### src/hw/rtl/mef_pkg.sv
// Package for the majority element finder: sizes, word types, engine
// control structs and sequencer codes. No dependencies.
`default_nettype none

package mef_pkg;

    localparam int MAX_LEN    = 256;
    localparam int SYM_W      = 8;
    localparam int LEN_W      = $clog2(MAX_LEN + 1);
    localparam int ADDR_W     = $clog2(MAX_LEN);
    localparam int PAIR_DEPTH = MAX_LEN / 2;
    localparam int PAIR_AW    = (PAIR_DEPTH > 1) ? $clog2(PAIR_DEPTH) : 1;
    localparam int PAIR_CW    = $clog2(PAIR_DEPTH + 1);

    typedef logic [SYM_W-1:0] t_sym;
    typedef logic [LEN_W-1:0] t_len;

    typedef struct packed {
        logic go;
        t_len len;
        logic ovf;
    } t_start;

    typedef struct packed {
        logic busy;
        logic done;
        logic found;
        t_sym cand;
        logic ovf;
    } t_status;

    typedef enum logic [3:0] {
        S_IDLE  = 4'b0001,
        S_LEVEL = 4'b0010,
        S_SCAN  = 4'b0100,
        S_DONE  = 4'b1000
    } t_state;

    typedef enum logic [1:0] {
        K_FETCH  = 2'd0,
        K_COUNT  = 2'd1,
        K_PAIR   = 2'd2,
        K_VERIFY = 2'd3
    } t_kind;

endpackage

`default_nettype wire

### src/hw/rtl/mef_ram.sv
// Generic simple dual-port RAM: one write port, one read port, registered read.
// No dependencies.
`default_nettype none

module mef_ram #(
    parameter int DEPTH = 256,
    parameter int WIDTH = 8,
    parameter int AW    = 8
) (
    input  wire logic             i_clk,
    input  wire logic             i_we,
    input  wire logic [AW-1:0]    i_waddr,
    input  wire logic [WIDTH-1:0] i_wdata,
    input  wire logic             i_re,
    input  wire logic [AW-1:0]    i_raddr,
    output logic      [WIDTH-1:0] o_rdata
);

    logic [WIDTH-1:0] r_mem [0:DEPTH-1];

    always_ff @(posedge i_clk) begin
        if (i_we) begin
            r_mem[i_waddr] <= i_wdata;
        end
    end

    always_ff @(posedge i_clk) begin
        if (i_re) begin
            o_rdata <= r_mem[i_raddr];
        end
    end

endmodule

`default_nettype wire

### src/hw/rtl/mef_engine.sv
// Pair reduction and verification sequencer. Walks the sequence and pair
// memories through their read ports and writes kept pairs back. Uses mef_pkg.
`default_nettype none

module mef_engine
    import mef_pkg::*;
(
    input  wire logic                i_clk,
    input  wire logic                i_rst_n,
    input  wire t_start              i_start,
    input  wire logic                i_take,
    output t_status                  o_status,
    output logic                     o_seq_re,
    output logic [ADDR_W-1:0]        o_seq_raddr,
    input  wire t_sym                i_seq_rdata,
    output logic                     o_pair_we,
    output logic [PAIR_AW-1:0]       o_pair_waddr,
    output t_sym                     o_pair_wdata,
    output logic                     o_pair_re,
    output logic [PAIR_AW-1:0]       o_pair_raddr,
    input  wire t_sym                i_pair_rdata
);

    t_state             r_state, n_state;
    t_kind              r_kind, n_kind;
    logic               r_src, n_src;
    t_len               r_n, n_n;
    t_len               r_len, n_len;
    logic               r_ovf, n_ovf;
    t_len               r_addr, n_addr;
    t_len               r_lim, n_lim;
    t_len               r_cnt, n_cnt;
    logic [PAIR_CW-1:0] r_j, n_j;
    logic               r_rd_vld, n_rd_vld;
    logic               r_rd_odd, n_rd_odd;
    t_sym               r_cand, n_cand;
    t_sym               r_prev, n_prev;
    logic               r_found, n_found;

    logic issue;
    t_sym rd_data;
    logic pair_we;

    assign issue   = (r_state == S_SCAN) && (r_addr < r_lim);
    assign rd_data = r_src ? i_pair_rdata : i_seq_rdata;

    always_comb begin
        n_state  = r_state;
        n_kind   = r_kind;
        n_src    = r_src;
        n_n      = r_n;
        n_len    = r_len;
        n_ovf    = r_ovf;
        n_addr   = r_addr;
        n_lim    = r_lim;
        n_cnt    = r_cnt;
        n_j      = r_j;
        n_cand   = r_cand;
        n_prev   = r_prev;
        n_found  = r_found;
        n_rd_vld = issue;
        n_rd_odd = r_addr[0];
        pair_we  = 1'b0;

        if (issue) begin
            n_addr = r_addr + LEN_W'(1);
        end

        unique case (r_state)
            S_IDLE: begin
                if (i_start.go) begin
                    n_len   = i_start.len;
                    n_ovf   = i_start.ovf;
                    n_n     = i_start.len;
                    n_src   = 1'b0;
                    n_state = S_LEVEL;
                end
            end
            S_LEVEL: begin
                n_addr = '0;
                n_cnt  = '0;
                n_j    = '0;
                if (r_n == '0) begin
                    n_found = 1'b0;
                    n_state = S_DONE;
                end else if (r_n == LEN_W'(1)) begin
                    n_kind  = K_FETCH;
                    n_lim   = LEN_W'(1);
                    n_state = S_SCAN;
                end else if (r_n[0]) begin
                    n_kind  = K_FETCH;
                    n_addr  = r_n - LEN_W'(1);
                    n_lim   = r_n;
                    n_state = S_SCAN;
                end else begin
                    n_kind  = K_PAIR;
                    n_lim   = r_n;
                    n_state = S_SCAN;
                end
            end
            S_SCAN: begin
                if (r_rd_vld) begin
                    unique case (r_kind)
                        K_FETCH: n_cand = rd_data;
                        K_COUNT, K_VERIFY: begin
                            if (rd_data == r_cand) begin
                                n_cnt = r_cnt + LEN_W'(1);
                            end
                        end
                        K_PAIR: begin
                            if (!r_rd_odd) begin
                                n_prev = rd_data;
                            end else if (rd_data == r_prev) begin
                                pair_we = 1'b1;
                                n_j     = r_j + PAIR_CW'(1);
                            end
                        end
                        default: n_cand = r_cand;
                    endcase
                end
                if (!issue && !r_rd_vld) begin
                    unique case (r_kind)
                        K_FETCH: begin
                            n_addr = '0;
                            n_cnt  = '0;
                            if (r_n == LEN_W'(1)) begin
                                n_kind = K_VERIFY;
                                n_src  = 1'b0;
                                n_lim  = r_len;
                            end else begin
                                n_kind = K_COUNT;
                                n_lim  = r_n;
                            end
                        end
                        K_COUNT: begin
                            n_addr = '0;
                            n_cnt  = '0;
                            if (r_cnt > {1'b0, r_n[LEN_W-1:1]}) begin
                                n_kind = K_VERIFY;
                                n_src  = 1'b0;
                                n_lim  = r_len;
                            end else begin
                                n_kind = K_PAIR;
                                n_n    = r_n - LEN_W'(1);
                                n_lim  = r_n - LEN_W'(1);
                                n_j    = '0;
                            end
                        end
                        K_PAIR: begin
                            n_n     = LEN_W'(r_j);
                            n_src   = 1'b1;
                            n_state = S_LEVEL;
                        end
                        K_VERIFY: begin
                            n_found = r_cnt > {1'b0, r_len[LEN_W-1:1]};
                            n_state = S_DONE;
                        end
                        default: n_state = S_DONE;
                    endcase
                end
            end
            S_DONE: begin
                if (i_take) begin
                    n_state = S_IDLE;
                end
            end
            default: n_state = S_IDLE;
        endcase
    end

    always_ff @(posedge i_clk) begin
        if (!i_rst_n) begin
            r_state  <= S_IDLE;
            r_rd_vld <= 1'b0;
        end else begin
            r_state  <= n_state;
            r_rd_vld <= n_rd_vld;
        end
    end

    always_ff @(posedge i_clk) begin
        r_kind   <= n_kind;
        r_src    <= n_src;
        r_n      <= n_n;
        r_len    <= n_len;
        r_ovf    <= n_ovf;
        r_addr   <= n_addr;
        r_lim    <= n_lim;
        r_cnt    <= n_cnt;
        r_j      <= n_j;
        r_rd_odd <= n_rd_odd;
        r_cand   <= n_cand;
        r_prev   <= n_prev;
        r_found  <= n_found;
    end

    assign o_seq_re     = issue && !r_src;
    assign o_seq_raddr  = r_addr[ADDR_W-1:0];
    assign o_pair_re    = issue && r_src;
    assign o_pair_raddr = r_addr[PAIR_AW-1:0];
    assign o_pair_we    = pair_we;
    assign o_pair_waddr = r_j[PAIR_AW-1:0];
    assign o_pair_wdata = rd_data;

    assign o_status.busy  = (r_state != S_IDLE);
    assign o_status.done  = (r_state == S_DONE);
    assign o_status.found = r_found;
    assign o_status.cand  = r_cand;
    assign o_status.ovf   = r_ovf;

endmodule

`default_nettype wire

### src/hw/rtl/majority_element_finder.sv
// After the last word the stored words are reduced and the result follows,
// set by one memory read a cycle.
// Throughput: one word per cycle while loading; none while reducing or holding a result.
// Reset: synchronous, active low; clears length, overflow mark, sequencer and output valid.
// Top level: load path, output register; uses mef_pkg, mef_ram, mef_engine.
`default_nettype none

module majority_element_finder
    import mef_pkg::*;
(
    input  wire logic   i_clk,
    input  wire logic   i_rst_n,
    input  wire logic   i_valid,
    output logic        o_stall,
    input  wire t_sym   i_symbol,
    input  wire logic   i_is_last,
    output logic        o_valid,
    input  wire logic   i_stall,
    output logic        o_found,
    output t_sym        o_majority_symbol,
    output logic        o_overflowed
);

    t_len    r_len, n_len;
    logic    r_ovf, n_ovf;
    logic    r_out_valid, n_out_valid;
    logic    r_found;
    t_sym    r_sym;
    logic    r_out_ovf;

    t_start  start;
    t_status status;
    logic    acc;
    logic    full;
    logic    out_free;
    logic    take;

    logic                 seq_re;
    logic [ADDR_W-1:0]    seq_raddr;
    t_sym                 seq_rdata;
    logic                 pair_we;
    logic [PAIR_AW-1:0]   pair_waddr;
    t_sym                 pair_wdata;
    logic                 pair_re;
    logic [PAIR_AW-1:0]   pair_raddr;
    t_sym                 pair_rdata;

    assign o_stall  = status.busy;
    assign acc      = i_valid && !o_stall;
    assign full     = (r_len == LEN_W'(MAX_LEN));
    assign out_free = !r_out_valid || !i_stall;
    assign take     = status.done && out_free;

    assign start.go  = acc && i_is_last;
    assign start.len = full ? r_len : r_len + LEN_W'(1);
    assign start.ovf = r_ovf || full;

    always_comb begin
        n_len       = r_len;
        n_ovf       = r_ovf;
        n_out_valid = r_out_valid;
        if (acc) begin
            if (i_is_last) begin
                n_len = '0;
                n_ovf = 1'b0;
            end else if (full) begin
                n_ovf = 1'b1;
            end else begin
                n_len = r_len + LEN_W'(1);
            end
        end
        if (out_free) begin
            n_out_valid = status.done;
        end
    end

    always_ff @(posedge i_clk) begin
        if (!i_rst_n) begin
            r_len       <= '0;
            r_ovf       <= 1'b0;
            r_out_valid <= 1'b0;
        end else begin
            r_len       <= n_len;
            r_ovf       <= n_ovf;
            r_out_valid <= n_out_valid;
        end
    end

    always_ff @(posedge i_clk) begin
        if (take) begin
            r_found   <= status.found;
            r_sym     <= status.found ? status.cand : '0;
            r_out_ovf <= status.ovf;
        end
    end

    mef_ram #(
        .DEPTH (MAX_LEN),
        .WIDTH (SYM_W),
        .AW    (ADDR_W)
    ) u_seq_ram (
        .i_clk   (i_clk),
        .i_we    (acc && !full),
        .i_waddr (r_len[ADDR_W-1:0]),
        .i_wdata (i_symbol),
        .i_re    (seq_re),
        .i_raddr (seq_raddr),
        .o_rdata (seq_rdata)
    );

    mef_ram #(
        .DEPTH (PAIR_DEPTH),
        .WIDTH (SYM_W),
        .AW    (PAIR_AW)
    ) u_pair_ram (
        .i_clk   (i_clk),
        .i_we    (pair_we),
        .i_waddr (pair_waddr),
        .i_wdata (pair_wdata),
        .i_re    (pair_re),
        .i_raddr (pair_raddr),
        .o_rdata (pair_rdata)
    );

    mef_engine u_engine (
        .i_clk        (i_clk),
        .i_rst_n      (i_rst_n),
        .i_start      (start),
        .i_take       (take),
        .o_status     (status),
        .o_seq_re     (seq_re),
        .o_seq_raddr  (seq_raddr),
        .i_seq_rdata  (seq_rdata),
        .o_pair_we    (pair_we),
        .o_pair_waddr (pair_waddr),
        .o_pair_wdata (pair_wdata),
        .o_pair_re    (pair_re),
        .o_pair_raddr (pair_raddr),
        .i_pair_rdata (pair_rdata)
    );

    assign o_valid           = r_out_valid;
    assign o_found           = r_found;
    assign o_majority_symbol = r_sym;
    assign o_overflowed      = r_out_ovf;

endmodule

`default_nettype wire

### config.mk
export PLATFORM = sky130hd
export DESIGN_NAME = majority_element_finder
export DESIGN_NICKNAME = d
export VERILOG_FILES = /design/src/hw/rtl/mef_pkg.sv /design/src/hw/rtl/mef_ram.sv /design/src/hw/rtl/mef_engine.sv /design/src/hw/rtl/majority_element_finder.sv
export SDC_FILE = /design/constraint.sdc
export NUM_CORES = 2
export LEC_CHECK = 0
export ABC_CLOCK_PERIOD_IN_PS = 3900
export BUFFER_PORTS_ARGS = -buffer_cell sky130_fd_sc_hd__buf_4
export CAP_MARGIN = 20
export CORE_UTILIZATION = 30
export DETAILED_ROUTE_END_ITERATION = 10
export GPL_TIMING_DRIVEN = 0
export PLACE_DENSITY = 0.4
export SKIP_CTS_REPAIR_TIMING = 1
export SYNTH_ARGS = -nofsm -noshare
export SYNTH_HDL_FRONTEND = slang
export SYNTH_HIERARCHICAL = 1
export SYNTH_SLANG_ARGS = --single-unit
export TNS_END_PERCENT = 100
### constraint.sdc
create_clock -name i_clk -period 3.9 [get_ports i_clk]
set_input_delay 0.78 -clock i_clk [delete_from_list [all_inputs] [get_ports i_clk]]
set_output_delay 0.78 -clock i_clk [all_outputs]
set_load 0.05 [all_outputs]
Word level (Yosys, flattened, before mapping)
Memories as Yosys holds them, arrays and structs flattened. A register that Yosys moved wholly into a read port is not among the register bits. Cells that the tools add are included.

Add/subtract/negate cells: 5. $lt $le $gt $ge: 3. Equal/unequal tests: 25. Mux-type cells: 71. Bitwise logic cells: 1. Reduce and logical (&&, ||, !) cells: 33.

Operators with widths (count): 9-bit 2-to-1 mux (21); 9-bit case mux with 2 select lines (6); 8-bit 2-to-1 mux (8); 9-bit by 1-bit adder with 9-bit output, second input constant (3); 1-bit 2-to-1 mux (19); 9-bit by 8-bit > comparator with 1-bit output (2); 3-bit inequality test, second input constant (6); 8-bit equality test (2); 4-bit 2-to-1 mux (4); 4-bit case mux with 4 select lines (1); 8-bit case mux with 2 select lines (1); 4-bit AND reduction (4); 2-bit 2-to-1 mux (5); 9-bit by 1-bit equality test with 1-bit output, second input constant (1); 9-bit equality test, second input constant (1); 9-bit zero test (1); 9-bit < comparator (1); 9-bit by 1-bit subtractor with 9-bit output, second input constant (1); 8-bit by 1-bit adder with 8-bit output, second input constant (1); 1-bit logical AND (8); 2-bit inequality test, second input constant (4); 2-bit case mux with 2 select lines (2); 4-bit case mux with 2 select lines (1); 1-bit zero test (7); 20 further kinds (28).

Register bits: 101. RAM bits: 3072. Bits of input ports: 13. Output and inout port bits: 12. Word-level logic and storage cells: 161. Memories: 2.

Memories: u_seq_ram.r_mem (words 256, width 8, read ports 1, clocked after memory_dff 1, wr ports 1, RTL line mef_ram.sv:19) `logic [WIDTH-1:0] r_mem [0:DEPTH-1];`; u_pair_ram.r_mem (words 128, width 8, read ports 1, clocked after memory_dff 1, wr ports 1, RTL line mef_ram.sv:19).

Longest topological paths before layout
Word-level depth: 10. Mapped depth: 12. Depth with buffers taken out: 8.

Hierarchy
The synthesis kept the hierarchy.

By module, submodules not included: mef_ram (u_seq_ram) (instances 1, cells an instance 3733, area each 79636.4 um^2, sequential area each 61739.2 um^2); mef_ram (u_pair_ram) (instances 1, cells an instance 1635, area each 39745.6 um^2, sequential area each 30989.7 um^2); mef_engine (instances 1, cells an instance 519, area each 5104.9 um^2, sequential area each 2252.2 um^2); majority_element_finder (instances 1, cells an instance 111, area each 1088.5 um^2, sequential area each 520.5 um^2).

Least setup slack after synthesis
No wires, ideal clock.

Kind: flip-flop to flip-flop. Start: reg u_engine.r_state[1]. End: mem u_seq_ram.r_mem[234][0] (enable). Setup time: 0.370 ns. Arrival: 3.053 ns. Data required time: 3.530 ns. Path slack: 0.477 ns. Cell stages (with the launch flop): 11. Buffers on the path: 4. Period minus slack after synthesis: 3.423 ns. Path through: dfxtp_1 > nor4b_1 > inv_1 > nand2b_1 > clkbuf_1 > a21oi_1 > clkbuf_1 > buf_1 > nand3_1 > clkbuf_1 > nor2_1.

Cells in the longest elaborated chain, start to end: 6.

RTL lines: start, declared (RTL line mef_engine.sv:24) `t_state r_state, n_state;`; start signal, assigned (RTL line mef_engine.sv:176) `r_state <= n_state;`; 4-bit by 1-bit inequality test with 1-bit output (RTL line mef_engine.sv:205) `assign o_status.busy = (r_state != S_IDLE);`; net o_stall (RTL line majority_element_finder.sv:14) `output logic o_stall,`; 1-bit zero test (RTL line majority_element_finder.sv:49) `assign acc = i_valid && !o_stall;`; 1-bit logical AND (RTL line majority_element_finder.sv:49); 1-bit logical AND (RTL line majority_element_finder.sv:103) `.i_we (acc && !full),`; 1-bit 2-to-1 mux (RTL line mef_ram.sv:22) `if (i_we) begin`; 1-bit 2-to-1 mux (not written as such) (RTL line mef_ram.sv:23) `r_mem[i_waddr] <= i_wdata;`; end, declared (RTL line mef_ram.sv:19).

The timed path passes the listed nets, and every way through them passes these cells.

Worst setup path in the final report
Start: reg u_engine.r_addr[2]. End: reg u_pair_ram.o_rdata[6] (read register of u_pair_ram.r_mem) (data pin).

Cells in the longest elaborated chain, start to end: 3.

RTL lines: start, declared (RTL line mef_engine.sv:30) `t_len r_addr, n_addr;`; start signal, assigned (RTL line mef_engine.sv:187) `r_addr <= n_addr;`; 9-bit < comparator (RTL line mef_engine.sv:44) `assign issue = (r_state == S_SCAN) && (r_addr < r_lim);`; 1-bit logical AND (RTL line mef_engine.sv:44); 1-bit logical AND (RTL line mef_engine.sv:199) `assign o_pair_re = issue && r_src;`; end, declared (RTL line mef_ram.sv:16) `output logic [WIDTH-1:0] o_rdata`.

Several ways; a longest one is shown, not always the timed one. A chain may end at the register's enable or synchronous reset.

==> impl_metrics.py <==
metrics = {
    "worst_setup_path": {
        "worstPathArrival_ps": 4980,
        "cp_max_fo": 10,
        "setup.worst_path.start": "u_engine/r_addr[2]",
        "required_ps": 4620,
        "crit_path_end_kind": "flop",
        "r2r-start": "u_engine/r_addr[2]",
        "path_class": "flop to flop",
        "setup.worst_path.start_class": "flop",
    },
    "sta": {
        "final_max_slew_viol_count": 0,
        "maxSlewHeadroom": 0.01894,
        "fmax_ghz": 0.2344,
        "final.setup.worst_slack_ps": -366.0,
        "worst_pin_slew_ps": 1472,
        "setup_tns_ps": -4724,
        "period_minus_slack_ps": 4266,
        "grt_setup_unrepaired": "yes",
        "finalClockSkew_ps": 82.83,
        "setup_violations": 56,
        "fin_crit_sh": 1.094,
        "hold_violations": 0,
    },
    "logic_synthesis": {
        "ys_seq_area_frac": 0.7605,
        "yosys_warnings": 6,
        "synthMuxAreaShare": 0.1559,
        "netlist_instances": 5998,
        "syn_area_per_cell_sq_um": 20.94,
        "synth_area_sq_um": 125600,
        "synth_common_cells": "edfxtp_1, mux4_2, nor2_1",
        "synth_edf_count": 3163,
        "netlist_top_cells_area": "edfxtp_1, mux4_2, nor2_1, mux2i_1, a22oi_1",
        "synth_compound_area_frac": 0.02824,
        "synth-simple-area-share": 0.03120,
        "synth-xor-area-share": 0.002511,
        "synth.most_common_cell": "edfxtp_1",
        "synth_adder_area_share": 0.003188,
        "synthDistinctLibCells": 82,
        "synthFlopType": "edfxtp_1",
        "ys_ff_latch": 3189,
        "yosysTopAreaCell": "edfxtp_1",
        "synth_top_cell_area_share": 0.7564,
        "syn_nets": 6043,
        "synth_top_family_by_area": "multiplexers",
        "synthArstFlopShare": 0,
    },
    "detailed_routing": {
        "vias_per_cell": 5.217,
        "wire_per_inst_microns": 34.96,
        "drcViolationCount": 0,
        "drt_iter0_drc": 5918,
        "totalWireLength_microns": 430700,
        "first_pass_iters": 6,
        "vias": 64270,
        "final_antenna_net_count": 0,
    },
    "power_and_ir_drop": {
        "seqPwrFrac": 0.402,
        "static-leakage-power_nw": 44.34,
        "ir_worst_vdd_mv": 0.3742,
        "p_per_area_nw_per_um2": 636.7,
        "comb_power_share": 0.245,
        "p_sw_mw": 29.74,
        "switching_share": 0.3125,
        "p_int_mw": 65.42,
        "clockPowerShare": 0.352,
    },
    "global_route": {
        "grt_max_degree": 139,
        "grt_pass1_vias": 65700,
        "grt_usage": 0.2006,
        "grt-ovfl-total": 0,
        "antenna_found_initial": 30,
        "grt_pass1_wl_microns": 580800,
    },
    "placed_design": {
        "port_buffers": 24,
        "dp_cells": 11620,
        "dpl.hpwl_microns": 296500,
        "finalWeightedCongestion": 0.8532,
    },
    "worst_hold_path": {
        "hp-class": "input pin to flop",
        "hold_start": "i_stall",
    },
    "clock_network": {
        "cts_tree": "built",
        "htreeDepth": 5,
        "cts_buffer_depth": 4,
        "clkTransAtPathRegs_ps": 60,
        "clockRootBuffer": "clkbuf_16",
        "clock-sinks": 3189,
        "cts_inserted_buffers": 359,
        "clock_latency_ps": 980,
    },
    "cells_and_area": {
        "nets": 6569,
        "fillers": 38420,
        "final_cell_count_no_fill": 12320,
        "synthToLayoutAreaGrowth_pct": 19.01,
        "drive_above_1_share": 0.3144,
    },
    "floorplan": {
        "core_sq_um": 416600,
        "die_h_microns": 649.0,
        "start_util": 0.3014,
        "dieArea_sq_um": 421200,
        "ios": 25,
        "num_rows": 237,
        "die_w_microns": 649.0,
    },
    "run_status": {
        "violations": "negative setup slack",
        "status": "finished with violations",
    },
    "job": {
        "max_cap_viol_count": 0,
    },
}
==> cells by family (layout without fill, tap and decap cells) <==
group                      count (synthesis)  in the layout
DFF                                     3189           3189
buffers and inverters                    419           1237
AOI/OAI and AO/OA                        515            515
and+or+nand+nor                          845            845
xor gates and xnor gates                  36             36
adders and majority gates                 32             32
other                                      0              6
muxes                                    962            962
==> cells in the final DEF (no fill, tap or decap), types with 55 or more instances in the layout <==
master and n:
a21oi_1 116, a22oi_1 119, buf_4 119, buf_6 63, buf_8 59, clkbuf_1 163, clkbuf_16 363, clkbuf_2 61
clkinv_1 90, edfxtp_1 3163, mux2i_1 149, mux4_2 790, nand2_1 84, nand3_1 55, nor2_1 182, nor2_2 107
nor2_4 158
==> critical path: stages (launching register included) <==
cell	delay, ps
dfxtp_2	520
buf_4	210
clkdlybuf4s15_1	690
clkbuf_1	630
mux4_2	470
mux4_2	580
mux4_2	560
mux2_2	340
==> flip-flops by register name, indices dropped and copies added (netlist names), 2 cells and up <==
register,count
u_engine/r_cnt,9
u_seq_ram/o_rdata,8
u_engine/r_state,4
u_engine/r_kind,2
u_engine/r_cand,8
u_engine/r_j,8
u_seq_ram/r_mem,2048
u_engine/r_addr,9
u_engine/r_n,9
u_engine/r_len,9
u_engine/r_prev,8
u_pair_ram/o_rdata,8
r_len,9
o_majority_symbol,8
u_pair_ram/r_mem,1024
u_engine/r_lim,9
==> power by group through the flow <==
stage               Clock [mW]  Combinational, mW  Sequential (mW)
finish                    33.5               23.3             38.3
global route              35.5               23.8             38.3
CTS                       34.4               22.3             38.3
detailed placement           0               22.2             39.0
global placement             0               21.3             39.1
floorplan                    0               10.2             38.9
==> metrics by stage <==
stage / power [mW] / setup slack, ps / util / cell area, sq um / hold slack (ps)
after floorplan: 49.16 / 476.6 / - / 125600 / 403.7
after global placement: 60.47 / -3907 / 0.3183 / 132600 / 496.5
after detailed placement: 61.26 / -1616 / 0.3232 / 134600 / 502.1
after CTS: 94.96 / -1706 / 0.3506 / 146100 / -14.68
after global routing: 97.64 / -420.2 / 0.3587 / 149400 / 73.86
final: 95.16 / -366.0 / 0.3587 / 149400 / 63.80
==> worst paths after layout <==
check | end | slack, ps | cells past startpoint
worst max-delay path | u_pair_ram/o_rdata[6] | -370 | 7
worst min-delay path | o_valid | 60 | 3
worst max register to register | u_pair_ram/o_rdata[6] | -370 | 7
worst min register to register | r_ovf | 510 | 2
==> cell type report <==
class	instances	area, sq um	share of cell area
Sequential cell	3189	95510	0.6391
Multi-Input combinational cell	2390	30250	0.2024
Clock buffer	446	9405	0.06294
Tap cell	5497	6878	0.04602
Buffer	364	2638	0.01765
Timing Repair Buffer	168	2484	0.01662
Clock inverter	207	2047	0.01370
Inverter	52	222.7	0.001490
Antenna cell	6	15.01	0.0001005
==> routing by layer <==
layer / vias to the layer above / part of all wire / global-route usage
met5: - / 0.00017 / 0
met3: 628 / 0.049 / 0.02675
met1: 35490 / 0.41 / 0.2579
li1: 26220 / - / -
met4: 10 / 0.037 / 0.06867
met2: 1924 / 0.51 / 0.3484
Power figures use the tool's default switching activity.
